===== src/rtl/core/spsg_pkg.sv =====
// shared constants for the stepper step generator
`timescale 1ns / 1ps

package spsg_pkg;

  // configuration port
  localparam int CFG_IDX_W  = 3;
  localparam int CFG_DATA_W = 20;

  localparam logic [CFG_IDX_W-1:0] CFG_MM_SCALE     = 3'd0;
  localparam logic [CFG_IDX_W-1:0] CFG_SPEED_GAIN   = 3'd1;
  localparam logic [CFG_IDX_W-1:0] CFG_RATE_FLOOR   = 3'd2;
  localparam logic [CFG_IDX_W-1:0] CFG_RATE_CEILING = 3'd3;
  localparam logic [CFG_IDX_W-1:0] CFG_MIN_PULSE    = 3'd4;
  localparam logic [CFG_IDX_W-1:0] CFG_LOWER_LIMIT  = 3'd5;
  localparam logic [CFG_IDX_W-1:0] CFG_UPPER_LIMIT  = 3'd6;

  // register widths
  localparam int STEPS_W = 16;
  localparam int GAIN_W  = 10;
  localparam int HZ_W    = 16;
  localparam int PULSE_W = 10;
  localparam int LOWER_W = 20;
  localparam int UPPER_W = 19;

  // register reset values
  localparam logic [STEPS_W-1:0]        STEPS_RST   = 16'd1600;
  localparam logic [GAIN_W-1:0]         GAIN_RST    = 10'd10;
  localparam logic [HZ_W-1:0]           FLOOR_RST   = 16'd20;
  localparam logic [HZ_W-1:0]           CEILING_RST = 16'd2000;
  localparam logic [PULSE_W-1:0]        PULSE_RST   = 10'd4;
  localparam logic signed [LOWER_W-1:0] LOWER_RST   = -20'sd160000;
  localparam logic [UPPER_W-1:0]        UPPER_RST   = 19'd160000;

  // opcodes
  localparam logic OP_SERVICE = 1'b0;
  localparam logic OP_MOVE    = 1'b1;

  // move offset and rounding
  localparam int MOVE_W      = 17;
  localparam int MOVE_PROD_W = MOVE_W + STEPS_W;
  localparam int ROUND_SHIFT = 8;
  localparam int ROUND_BIAS  = 128;
  localparam int Q_W         = MOVE_PROD_W + 1 - ROUND_SHIFT;

  // half period division: one second in microseconds over twice the rate
  localparam int NUM_W = 20;
  localparam int DEN_W = HZ_W + 1;
  localparam logic [NUM_W-1:0] HALF_NUM = 20'd1000000;

endpackage


===== src/rtl/core/spsg_mul.sv =====
// bit-serial shift-add multiplier, one multiplier bit per cycle
`timescale 1ns / 1ps

module spsg_mul #(
  parameter int A_W = 17,
  parameter int B_W = 16
) (
  input  logic               clk,
  input  logic               rst_n,
  input  logic               start,
  input  logic [A_W-1:0]     a,
  input  logic [B_W-1:0]     b,
  output logic               done,
  output logic [A_W+B_W-1:0] prod
);

  localparam int P_W   = A_W + B_W;
  localparam int CNT_W = $clog2(B_W + 1);

  logic [A_W-1:0]   a_r;
  logic [P_W-1:0]   acc_r;
  logic [P_W-1:0]   acc_nxt;
  logic [A_W:0]     part;
  logic [CNT_W-1:0] cnt_r;
  logic             busy_r;
  logic             done_r;

  always_comb begin
    part    = {1'b0, acc_r[P_W-1:B_W]} + (acc_r[0] ? {1'b0, a_r} : {(A_W+1){1'b0}});
    acc_nxt = {part, acc_r[B_W-1:1]};
  end

  always_ff @(posedge clk) begin
    if (!rst_n) begin
      busy_r <= 1'b0;
      done_r <= 1'b0;
      cnt_r  <= '0;
    end else begin
      done_r <= 1'b0;
      if (start) begin
        busy_r <= 1'b1;
        cnt_r  <= CNT_W'(B_W);
      end else if (busy_r) begin
        cnt_r <= cnt_r - 1'b1;
        if (cnt_r == CNT_W'(1)) begin
          busy_r <= 1'b0;
          done_r <= 1'b1;
        end
      end
    end
  end

  always_ff @(posedge clk) begin
    if (start) begin
      a_r   <= a;
      acc_r <= {{A_W{1'b0}}, b};
    end else if (busy_r) begin
      acc_r <= acc_nxt;
    end
  end

  assign done = done_r;
  assign prod = acc_r;

endmodule


===== src/rtl/core/spsg_div.sv =====
// restoring divider for the half period, one quotient bit per cycle
`timescale 1ns / 1ps

module spsg_div
  import spsg_pkg::*;
(
  input  logic             clk,
  input  logic             rst_n,
  input  logic             start,
  input  logic [DEN_W-1:0] den,
  output logic             done,
  output logic [NUM_W-1:0] quo
);

  localparam int CNT_W = $clog2(NUM_W + 1);

  logic [DEN_W-1:0] den_r;
  logic [DEN_W-1:0] rem_r;
  logic [DEN_W-1:0] rem_nxt;
  logic [NUM_W-1:0] quo_r;
  logic [NUM_W-1:0] quo_nxt;
  logic [DEN_W:0]   trial;
  logic [DEN_W:0]   diff;
  logic             fits;
  logic [CNT_W-1:0] cnt_r;
  logic             busy_r;
  logic             done_r;

  always_comb begin
    trial   = {rem_r, quo_r[NUM_W-1]};
    diff    = trial - {1'b0, den_r};
    fits    = trial >= {1'b0, den_r};
    rem_nxt = fits ? diff[DEN_W-1:0] : trial[DEN_W-1:0];
    quo_nxt = {quo_r[NUM_W-2:0], fits};
  end

  always_ff @(posedge clk) begin
    if (!rst_n) begin
      busy_r <= 1'b0;
      done_r <= 1'b0;
      cnt_r  <= '0;
    end else begin
      done_r <= 1'b0;
      if (start) begin
        busy_r <= 1'b1;
        cnt_r  <= CNT_W'(NUM_W);
      end else if (busy_r) begin
        cnt_r <= cnt_r - 1'b1;
        if (cnt_r == CNT_W'(1)) begin
          busy_r <= 1'b0;
          done_r <= 1'b1;
        end
      end
    end
  end

  always_ff @(posedge clk) begin
    if (start) begin
      den_r <= den;
      rem_r <= '0;
      quo_r <= HALF_NUM;
    end else if (busy_r) begin
      rem_r <= rem_nxt;
      quo_r <= quo_nxt;
    end
  end

  assign done = done_r;
  assign quo  = quo_r;

endmodule


===== src/rtl/core/stepper_position_step_generator.sv =====
// Stepper STEP/DIR generator: one input beat in, one status beat out. A move beat
// (tuser 1) scales its Q8 millimetre offset by the microsteps-per-millimetre setting on a
// bit-serial multiplier, rounds, adds it to the position and clamps it to the soft
// limits and the position range. A service beat (tuser 0) with the driver enabled and
// the target not reached runs the error times the gain through the same multiplier,
// then one second over twice the clamped rate through a restoring divider, and toggles
// STEP once the elapsed time reaches the half period; the divider is skipped when the
// clamped rate is zero. A service beat with the driver disabled or at the target uses
// neither unit. One beat is worked on at a time; the next beat is taken while a finished
// status beat waits in the output register, and a status beat held back by out_tready
// stalls the block until it is taken.
`timescale 1ns / 1ps

module stepper_position_step_generator
  import spsg_pkg::*;
#(
  parameter int POSITION_BITS = 20,
  parameter int TIME_BITS     = 32
) (
  input  logic                                   clk,
  input  logic                                   rst_n,
  // configuration
  input  logic                                   cfg_we,
  input  logic [CFG_IDX_W-1:0]                   cfg_index,
  input  logic [CFG_DATA_W-1:0]                  cfg_wdata,
  // input beats
  input  logic                                   in_tvalid,
  output logic                                   in_tready,
  input  logic                                   in_tuser,  // opcode
  // now_us, driver_enabled, move_mm
  input  logic [((TIME_BITS+25)/8)*8-1:0]        in_tdata,
  // result beats
  output logic                                   out_tvalid,
  input  logic                                   out_tready,
  // step_level, dir_level, position_steps, target_steps, at_target
  output logic [((2*POSITION_BITS+10)/8)*8-1:0]  out_tdata
);

  localparam int PB        = POSITION_BITS;
  localparam int OUT_W     = 2 * PB + 3;
  localparam int OUT_TD_W  = ((2 * PB + 10) / 8) * 8;
  localparam int MA_W      = (PB + 1 > MOVE_W) ? PB + 1 : MOVE_W;
  localparam int MP_W      = MA_W + STEPS_W;
  localparam int SUM_W     = ((PB > Q_W + 1) ? PB : Q_W + 1) + 1;
  localparam int HALF_W    = (TIME_BITS > NUM_W) ? TIME_BITS : NUM_W;

  typedef enum logic [8:0] {
    ST_IDLE = 9'b000000001,
    ST_MUL  = 9'b000000010,
    ST_SUM  = 9'b000000100,
    ST_LIM  = 9'b000001000,
    ST_SAT  = 9'b000010000,
    ST_RATE = 9'b000100000,
    ST_DIV  = 9'b001000000,
    ST_EDGE = 9'b010000000,
    ST_DONE = 9'b100000000
  } state_t;

  state_t state_r;

  // configuration registers
  logic [STEPS_W-1:0]        steps_r;
  logic [GAIN_W-1:0]         gain_r;
  logic [HZ_W-1:0]           floor_r;
  logic [HZ_W-1:0]           ceil_r;
  logic [PULSE_W-1:0]        pulse_r;
  logic signed [LOWER_W-1:0] lower_r;
  logic [UPPER_W-1:0]        upper_r;

  // block state
  logic signed [PB-1:0]      pos_r;
  logic signed [PB-1:0]      tgt_r;
  logic                      phase_r;
  logic                      step_r;
  logic                      dir_r;
  logic [TIME_BITS-1:0]      last_r;

  // per-beat working registers
  logic                      op_r;
  logic [TIME_BITS-1:0]      now_r;
  logic                      neg_r;
  logic                      fwd_r;
  logic [Q_W-1:0]            q_r;
  logic signed [SUM_W-1:0]   sum_r;
  logic [HZ_W-1:0]           rate_r;
  logic [HALF_W-1:0]         half_r;

  // output register
  logic                      out_tvalid_r;
  logic [OUT_W-1:0]          out_data_r;

  // input unpacking
  logic                      in_acc;
  logic [TIME_BITS-1:0]      in_now;
  logic                      in_en;
  logic signed [MOVE_W-1:0]  in_move;
  logic [MOVE_W-1:0]         move_mag;

  // error
  logic [PB:0]               err_fw;
  logic [PB:0]               err_bw;
  logic                      err_neg;
  logic [PB:0]               err_mag;
  logic                      at_tgt;

  // multiplier, shared by both opcodes, and divider
  logic                      mul_start;
  logic [MA_W-1:0]           mul_a;
  logic [STEPS_W-1:0]        mul_b;
  logic                      mul_done;
  logic [MP_W-1:0]           mul_prod;
  logic                      div_start;
  logic                      div_done;
  logic [NUM_W-1:0]          div_quo;

  // next values
  logic [MOVE_PROD_W:0]      rnd;
  logic [Q_W-1:0]            q_nxt;
  logic [MP_W-1:0]           rate_lo;
  logic [HZ_W-1:0]           rate_nxt;
  logic [NUM_W-1:0]          half_q;
  logic [HALF_W-1:0]         half_nxt;
  logic signed [SUM_W-1:0]   pos_ext;
  logic signed [SUM_W-1:0]   q_ext;
  logic signed [SUM_W-1:0]   sum_nxt;
  logic signed [SUM_W-1:0]   lower_ext;
  logic signed [SUM_W-1:0]   upper_ext;
  logic signed [SUM_W-1:0]   lim_lo;
  logic signed [SUM_W-1:0]   lim_nxt;
  logic signed [SUM_W-1:0]   pos_max_ext;
  logic signed [SUM_W-1:0]   pos_min_ext;
  logic signed [SUM_W-1:0]   sat_nxt;
  logic [TIME_BITS-1:0]      elapsed;
  logic                      out_free;

  assign in_acc   = in_tvalid && in_tready;
  assign in_now   = in_tdata[TIME_BITS-1:0];
  assign in_en    = in_tdata[TIME_BITS];
  assign in_move  = $signed(in_tdata[TIME_BITS+MOVE_W:TIME_BITS+1]);
  assign move_mag = in_move[MOVE_W-1] ? MOVE_W'(-in_move) : in_move;

  always_comb begin
    err_fw  = {tgt_r[PB-1], tgt_r} - {pos_r[PB-1], pos_r};
    err_bw  = {pos_r[PB-1], pos_r} - {tgt_r[PB-1], tgt_r};
    err_neg = err_fw[PB];
    err_mag = err_neg ? err_bw : err_fw;
    at_tgt  = (tgt_r == pos_r);
  end

  assign mul_start = in_acc && ((in_tuser == OP_MOVE) || (in_en && !at_tgt));
  assign mul_a     = (in_tuser == OP_MOVE) ? MA_W'(move_mag) : MA_W'(err_mag);
  assign mul_b     = (in_tuser == OP_MOVE) ? steps_r : STEPS_W'(gain_r);
  assign div_start = (state_r == ST_RATE) && (rate_r != '0);

  spsg_mul #(
    .A_W (MA_W),
    .B_W (STEPS_W)
  ) u_mul (
    .clk   (clk),
    .rst_n (rst_n),
    .start (mul_start),
    .a     (mul_a),
    .b     (mul_b),
    .done  (mul_done),
    .prod  (mul_prod)
  );

  spsg_div u_div (
    .clk   (clk),
    .rst_n (rst_n),
    .start (div_start),
    .den   ({rate_r, 1'b0}),
    .done  (div_done),
    .quo   (div_quo)
  );

  // rounding, rate clamp and half period
  always_comb begin
    rnd      = {1'b0, mul_prod[MOVE_PROD_W-1:0]} + (MOVE_PROD_W+1)'(ROUND_BIAS);
    q_nxt    = rnd[MOVE_PROD_W:ROUND_SHIFT];
    rate_lo  = (mul_prod < MP_W'(floor_r)) ? MP_W'(floor_r) : mul_prod;
    rate_nxt = (rate_lo > MP_W'(ceil_r)) ? ceil_r : rate_lo[HZ_W-1:0];
    half_q   = (div_quo < NUM_W'(pulse_r)) ? NUM_W'(pulse_r) : div_quo;
    half_nxt = HALF_W'(half_q);
  end

  // target arithmetic
  always_comb begin
    pos_ext     = {{(SUM_W-PB){pos_r[PB-1]}}, pos_r};
    q_ext       = {{(SUM_W-Q_W){1'b0}}, q_r};
    sum_nxt     = neg_r ? (pos_ext - q_ext) : (pos_ext + q_ext);
    lower_ext   = {{(SUM_W-LOWER_W){lower_r[LOWER_W-1]}}, lower_r};
    upper_ext   = {{(SUM_W-UPPER_W){1'b0}}, upper_r};
    lim_lo      = (sum_r < lower_ext) ? lower_ext : sum_r;
    lim_nxt     = (lim_lo > upper_ext) ? upper_ext : lim_lo;
    pos_max_ext = {{(SUM_W-PB+1){1'b0}}, {(PB-1){1'b1}}};
    pos_min_ext = {{(SUM_W-PB+1){1'b1}}, {(PB-1){1'b0}}};
    if (sum_r < pos_min_ext) begin
      sat_nxt = pos_min_ext;
    end else if (sum_r > pos_max_ext) begin
      sat_nxt = pos_max_ext;
    end else begin
      sat_nxt = sum_r;
    end
  end

  assign elapsed  = now_r - last_r;
  assign out_free = !out_tvalid_r || out_tready;

  // configuration writes
  always_ff @(posedge clk) begin
    if (!rst_n) begin
      steps_r <= STEPS_RST;
      gain_r  <= GAIN_RST;
      floor_r <= FLOOR_RST;
      ceil_r  <= CEILING_RST;
      pulse_r <= PULSE_RST;
      lower_r <= LOWER_RST;
      upper_r <= UPPER_RST;
    end else if (cfg_we) begin
      unique case (cfg_index)
        CFG_MM_SCALE:     steps_r <= cfg_wdata[STEPS_W-1:0];
        CFG_SPEED_GAIN:   gain_r  <= cfg_wdata[GAIN_W-1:0];
        CFG_RATE_FLOOR:   floor_r <= cfg_wdata[HZ_W-1:0];
        CFG_RATE_CEILING: ceil_r  <= cfg_wdata[HZ_W-1:0];
        CFG_MIN_PULSE:    pulse_r <= cfg_wdata[PULSE_W-1:0];
        CFG_LOWER_LIMIT:  lower_r <= $signed(cfg_wdata[LOWER_W-1:0]);
        CFG_UPPER_LIMIT:  upper_r <= cfg_wdata[UPPER_W-1:0];
        default: ;
      endcase
    end
  end

  // sequencer and block state
  always_ff @(posedge clk) begin
    if (!rst_n) begin
      state_r      <= ST_IDLE;
      pos_r        <= '0;
      tgt_r        <= '0;
      phase_r      <= 1'b0;
      step_r       <= 1'b0;
      dir_r        <= 1'b1;
      last_r       <= '0;
      out_tvalid_r <= 1'b0;
    end else begin
      if ((state_r == ST_DONE) && out_free) begin
        out_tvalid_r <= 1'b1;
      end else if (out_tready) begin
        out_tvalid_r <= 1'b0;
      end
      unique case (state_r)
        ST_IDLE: begin
          if (in_acc) begin
            if (in_tuser == OP_MOVE) begin
              state_r <= ST_MUL;
            end else if (in_en && !at_tgt) begin
              dir_r   <= err_neg;
              state_r <= ST_MUL;
            end else begin
              phase_r <= 1'b0;
              state_r <= ST_DONE;
            end
          end
        end
        ST_MUL: begin
          if (mul_done) begin
            state_r <= (op_r == OP_MOVE) ? ST_SUM : ST_RATE;
          end
        end
        ST_SUM:  state_r <= ST_LIM;
        ST_LIM:  state_r <= ST_SAT;
        ST_SAT: begin
          tgt_r   <= sat_nxt[PB-1:0];
          state_r <= ST_DONE;
        end
        ST_RATE: state_r <= (rate_r == '0) ? ST_EDGE : ST_DIV;
        ST_DIV: begin
          if (div_done) begin
            state_r <= ST_EDGE;
          end
        end
        ST_EDGE: begin
          if (HALF_W'(elapsed) >= half_r) begin
            last_r <= now_r;
            if (!phase_r) begin
              step_r  <= 1'b1;
              phase_r <= 1'b1;
            end else begin
              step_r  <= 1'b0;
              phase_r <= 1'b0;
              pos_r   <= fwd_r ? pos_r + 1'b1 : pos_r - 1'b1;
            end
          end
          state_r <= ST_DONE;
        end
        ST_DONE: begin
          if (out_free) begin
            state_r <= ST_IDLE;
          end
        end
        default: state_r <= ST_IDLE;
      endcase
    end
  end

  // working registers
  always_ff @(posedge clk) begin
    if (in_acc) begin
      op_r  <= in_tuser;
      now_r <= in_now;
      neg_r <= in_move[MOVE_W-1];
      fwd_r <= !err_neg;
    end
    if ((state_r == ST_MUL) && mul_done) begin
      q_r    <= q_nxt;
      rate_r <= rate_nxt;
    end
    if (state_r == ST_SUM) begin
      sum_r <= sum_nxt;
    end else if (state_r == ST_LIM) begin
      sum_r <= lim_nxt;
    end
    if (state_r == ST_RATE) begin
      half_r <= HALF_W'({TIME_BITS{1'b1}});
    end else if ((state_r == ST_DIV) && div_done) begin
      half_r <= half_nxt;
    end
    if ((state_r == ST_DONE) && out_free) begin
      out_data_r <= {at_tgt, tgt_r, pos_r, dir_r, step_r};
    end
  end

  assign in_tready  = (state_r == ST_IDLE);
  assign out_tvalid = out_tvalid_r;
  assign out_tdata  = OUT_TD_W'(out_data_r);

endmodule


===== config.mk =====
export PLATFORM = sky130hd
export DESIGN_NAME = stepper_position_step_generator
export DESIGN_NICKNAME = d
export VERILOG_FILES = /design/src/rtl/core/spsg_pkg.sv /design/src/rtl/core/spsg_mul.sv /design/src/rtl/core/spsg_div.sv /design/src/rtl/core/stepper_position_step_generator.sv
export SDC_FILE = /design/constraint.sdc
export NUM_CORES = 1
export LEC_CHECK = 0
export ABC_AREA = 1
export BUFFER_PORTS_ARGS = -buffer_cell sky130_fd_sc_hd__buf_2
export CORE_UTILIZATION = 50
export CTS_CLUSTER_DIAMETER = 120
export DETAILED_ROUTE_END_ITERATION = 7
export PLACE_DENSITY_LB_ADDON = 0.1
export SETUP_SLACK_MARGIN = 0.05
export SYNTH_ARGS = -nofsm -noshare
export SYNTH_HDL_FRONTEND = slang
export SYNTH_SLANG_ARGS = --single-unit

===== constraint.sdc =====
create_clock -name clk -period 4.5 [get_ports clk]
set_clock_uncertainty 0.15 [all_clocks]
set_input_delay 1.125 -clock clk [delete_from_list [all_inputs] [get_ports clk]]
set_output_delay 1.125 -clock clk [all_outputs]
set_load 0.05 [all_outputs]

==> summary.md <==
| Metric | Value |
|---|---|
| # setup viols final | 6 |
| Core ar. | 60700 um^2 |
| Top_reg_cell synth | dfxtp_1 |
| Seq cells post-synth | 486 |
| Vias | 27953 |
| Slew Viols, Final | 0 |
| Synth top area cells | edfxtp_1, dfxtp_1, ha_1, nand2_1, a21oi_1 |
| CTS tree | done |
| Mean routed wirelength per cell | 18.32 um |
| Reg-to-reg slack, setup | -0.03 ns |
| Leakage | 16.02 nW |
| Setup slack after layout | -0.02791 ns |
| Root buf cell | clkbuf_16 |
| Status | finished, violations left |
| Period minus WS final | 4.528 ns |
| Max clock buf depth | 3 |
| CTS sink count | 486 |
| Initial Util | 50.94% |
| Mean Syn Cell Area | 7.688 um^2 |
| Gpl congestion | 0.9379 |
| CP arrival | 4.75 ns |
| CP max stage delay | 0.36 ns |
| Share of the synthesized area in the top cell type | 19.52% |
| H-tree depth | 2 |
| First-pass GRT wire length | 139600 um |
| Global-route usage over all layers | 28.04% |
| Die X | 250.7 um |
| Synth Instances | 4022 |
| Final period util | 100.6% |
| Largest net degree at the start of global routing | 63 |
| Initial antenna violation count | 0 |
| Nets | 4585 |
| RSZ-0062 raised after global routing | true |
| CP max stage cell | dfxtp_4 |
| CTS Buf Count | 56 |
| DR iter-0 viols | 2129 |
| DP HPWL | 67060 um |
| Die span in y | 250.7 um |
| Power Dens Cells | 348.5 nW/um^2 |
| Pwr Total | 12.71 mW |
| Die Area | 62840 um^2 |
| Ys Warns | 0 |
| Cell mode on critical path | nand2_1 |
| Yosys top cell by area | edfxtp_1 |
| Critical path launch point type | flip-flop |
| Unique masters post-synth | 62 |
| # DRC | 0 |
| Fraction of layout cells with a size suffix above 1 | 14.48% |
| Vias/cell | 5.541 |
| Row cnt | 90 |
| Fmax | 220.9 MHz |
| Critical path class | reg2reg |
| Max-cap violations | 0 |
| Area delta synth->final | 17.93% |
| Final Hold Fails | 0 |
| Slew headroom | 19.87% |
| Fraction of registers with async set/reset | 0% |
| DR pass1 iterations | 6 |
| Reg clk slew, reported paths | 0.07 ns |
| Crit end category | flip-flop |
| Antenna viol nets, final | 0 |
| Gr ovfl total | 0 |
| Violated checks | negative setup slack |
| Top Ports | 135 |
| Clock latency on the worst-skew pair | 0.63 ns |
| Setup slack after placement | -0.1437 ns |
| Port buffer count | 123 |
| Synth Cell Area | 30920 um^2 |
| Hold Crit Class | reg2reg |
| Register area share after synthesis | 37.97% |
| Crit-path max FO | 8 |
| Hold_buf cts | 0 |
| Worst path required time | 4.73 ns |
| Final wirelength | 92400 um |
| VDD IR-drop max | 0.3780 mV |
| WHS | 0.2885 ns |
| Worst-margin pin slew | 1.201 ns |
| Post-synth EDFFs | 201 |
| Vias in the first global route | 25683 |
[state kept, by name (all words and copies together), names as in the netlist, 17 cells and up]
| name | count |
|---|---|
| now_r | 32 |
| half_r | 21 |
| u_mul.a_r | 21 |
| last_r | 32 |
| u_div.rem_r | 17 |
| upper_r | 19 |
| q_r | 26 |
| sum_r | 28 |
| out_data_r | 43 |
| lower_r | 20 |
| u_div.quo | 20 |
| u_mul.prod | 37 |
| pos_r | 20 |
| tgt_r | 20 |
[cells in the mapped netlist (55+ instances only)]
cell and number:
nand3_1 123, a21oi_1 433, ha_1 278, inv_1 523, xor2_1 112, nor2_1 342, edfxtp_1 201, o21ai_0 385
xnor2_1 55, nand2_1 753, dfxtp_1 285, clkbuf_1 80
[layout make-up]
type,count,area [um^2]
Inverter,535,2022
Tap cell,782,978.4
Sequential cell,486,11750
Multi-Input combinational cell,2879,17840
Clock inverter,29,416.7
Timing Repair Buffer,257,1847
Fill cell,5480,24230
Clock buffer,76,1610
Antenna cell,1,2.502
[cells by family (layout without fill, tap and decap cells)]
| kind of cell | count (synthesis) | in the layout | synth area share (%) |
|---|---|---|---|
| AND/OR/NAND/NOR | 1399 | 1402 | 19.10 |
| buffers and inverters | 664 | 897 | 8.449 |
| AO/OA/AOI/OAI | 1020 | 1020 | 18.03 |
| other | 1 | 6 | 0.01213 |
| flip-flops | 486 | 486 | 37.97 |
| XOR/XNOR | 167 | 167 | 4.730 |
| adder cells (fa/ha/maj) | 285 | 285 | 11.70 |
[power by group]
group          switching (mW)  internal [mW]  total (mW)
Sequential              0.228           4.88        5.10
Combinational            1.65          0.973        2.62
Clock                    1.95           3.03        4.98
[worst max-delay path, delay by kind of cell, from the launching register on]
family	cells	cell delay [ns]
adders and majority gates	2	0.50
buffers and inverters	4	0.78
AOI/OAI and AO/OA	4	0.48
and+or+nand+nor	22	1.99
DFF	1	0.36
[worst paths after layout]
check / start / endpoint / depth (start not counted)
worst max-delay path: lower_r[19] / sum_r[8] / 32
worst min-delay path: op_r / state_r[5] / 1
worst max register to register: lower_r[19] / sum_r[8] / 32
worst min register to register: op_r / state_r[5] / 1
[routing by layer]
layer | up-vias | wire [um] | track usage, %
met5 | - | 0 | 0
met4 | 0 | 4042 | 11.13
met3 | 203 | 5131 | 3.388
met2 | 816 | 41970 | 45.52
met1 | 12955 | 41260 | 37.94
li1 | 13979 | - | -
[layout by cell type, fill, tap and decap left out, types with 10 or more instances in the layout]
master	instances
buf_4	116
o22ai_1	13
nand3_2	39
nor2_1	334
a21oi_1	409
o21ai_0	332
ha_1	248
o21ai_4	10
o21a_1	12
nand2_4	17
or2_2	11
a21o_1	18
clkbuf_16	65
nor4_1	23
a31oi_1	33
xor2_1	112
o21ai_2	24
a21oi_2	25
nand2_1	696
nand4_1	46
buf_2	122
inv_1	517
o31ai_1	11
nand2_2	48
dfxtp_1	284
clkbuf_1	10
nand3_1	96
ha_4	29
o21ai_1	31
nor3_1	49
edfxtp_1	201
o211ai_1	48
xnor2_1	55
[per-stage QoR]
stage | cell area, um^2 | util (%) | std cells | TNS, ns
after CTS | 34810 | 57.35 | 5004 | 0
after floorplan | 30930 | - | 4026 | 0
after global routing | 36460 | 60.07 | 5044 | -8.143
after detailed placement | 32700 | 53.87 | 4895 | -1.043
final | 36460 | 60.07 | 5045 | -0.07715
after global placement | 32700 | 53.87 | 4895 | -0.003859
[timing repair]
item / 4_1_cts / 5_1_grt
pin swaps: 4 / 86
buffers inserted: 4 / 30
setup endpoints to repair: 46 / 98
resized for setup: 12 / 299
cloned: 0 / 10
Power figures use the tool's default switching activity.
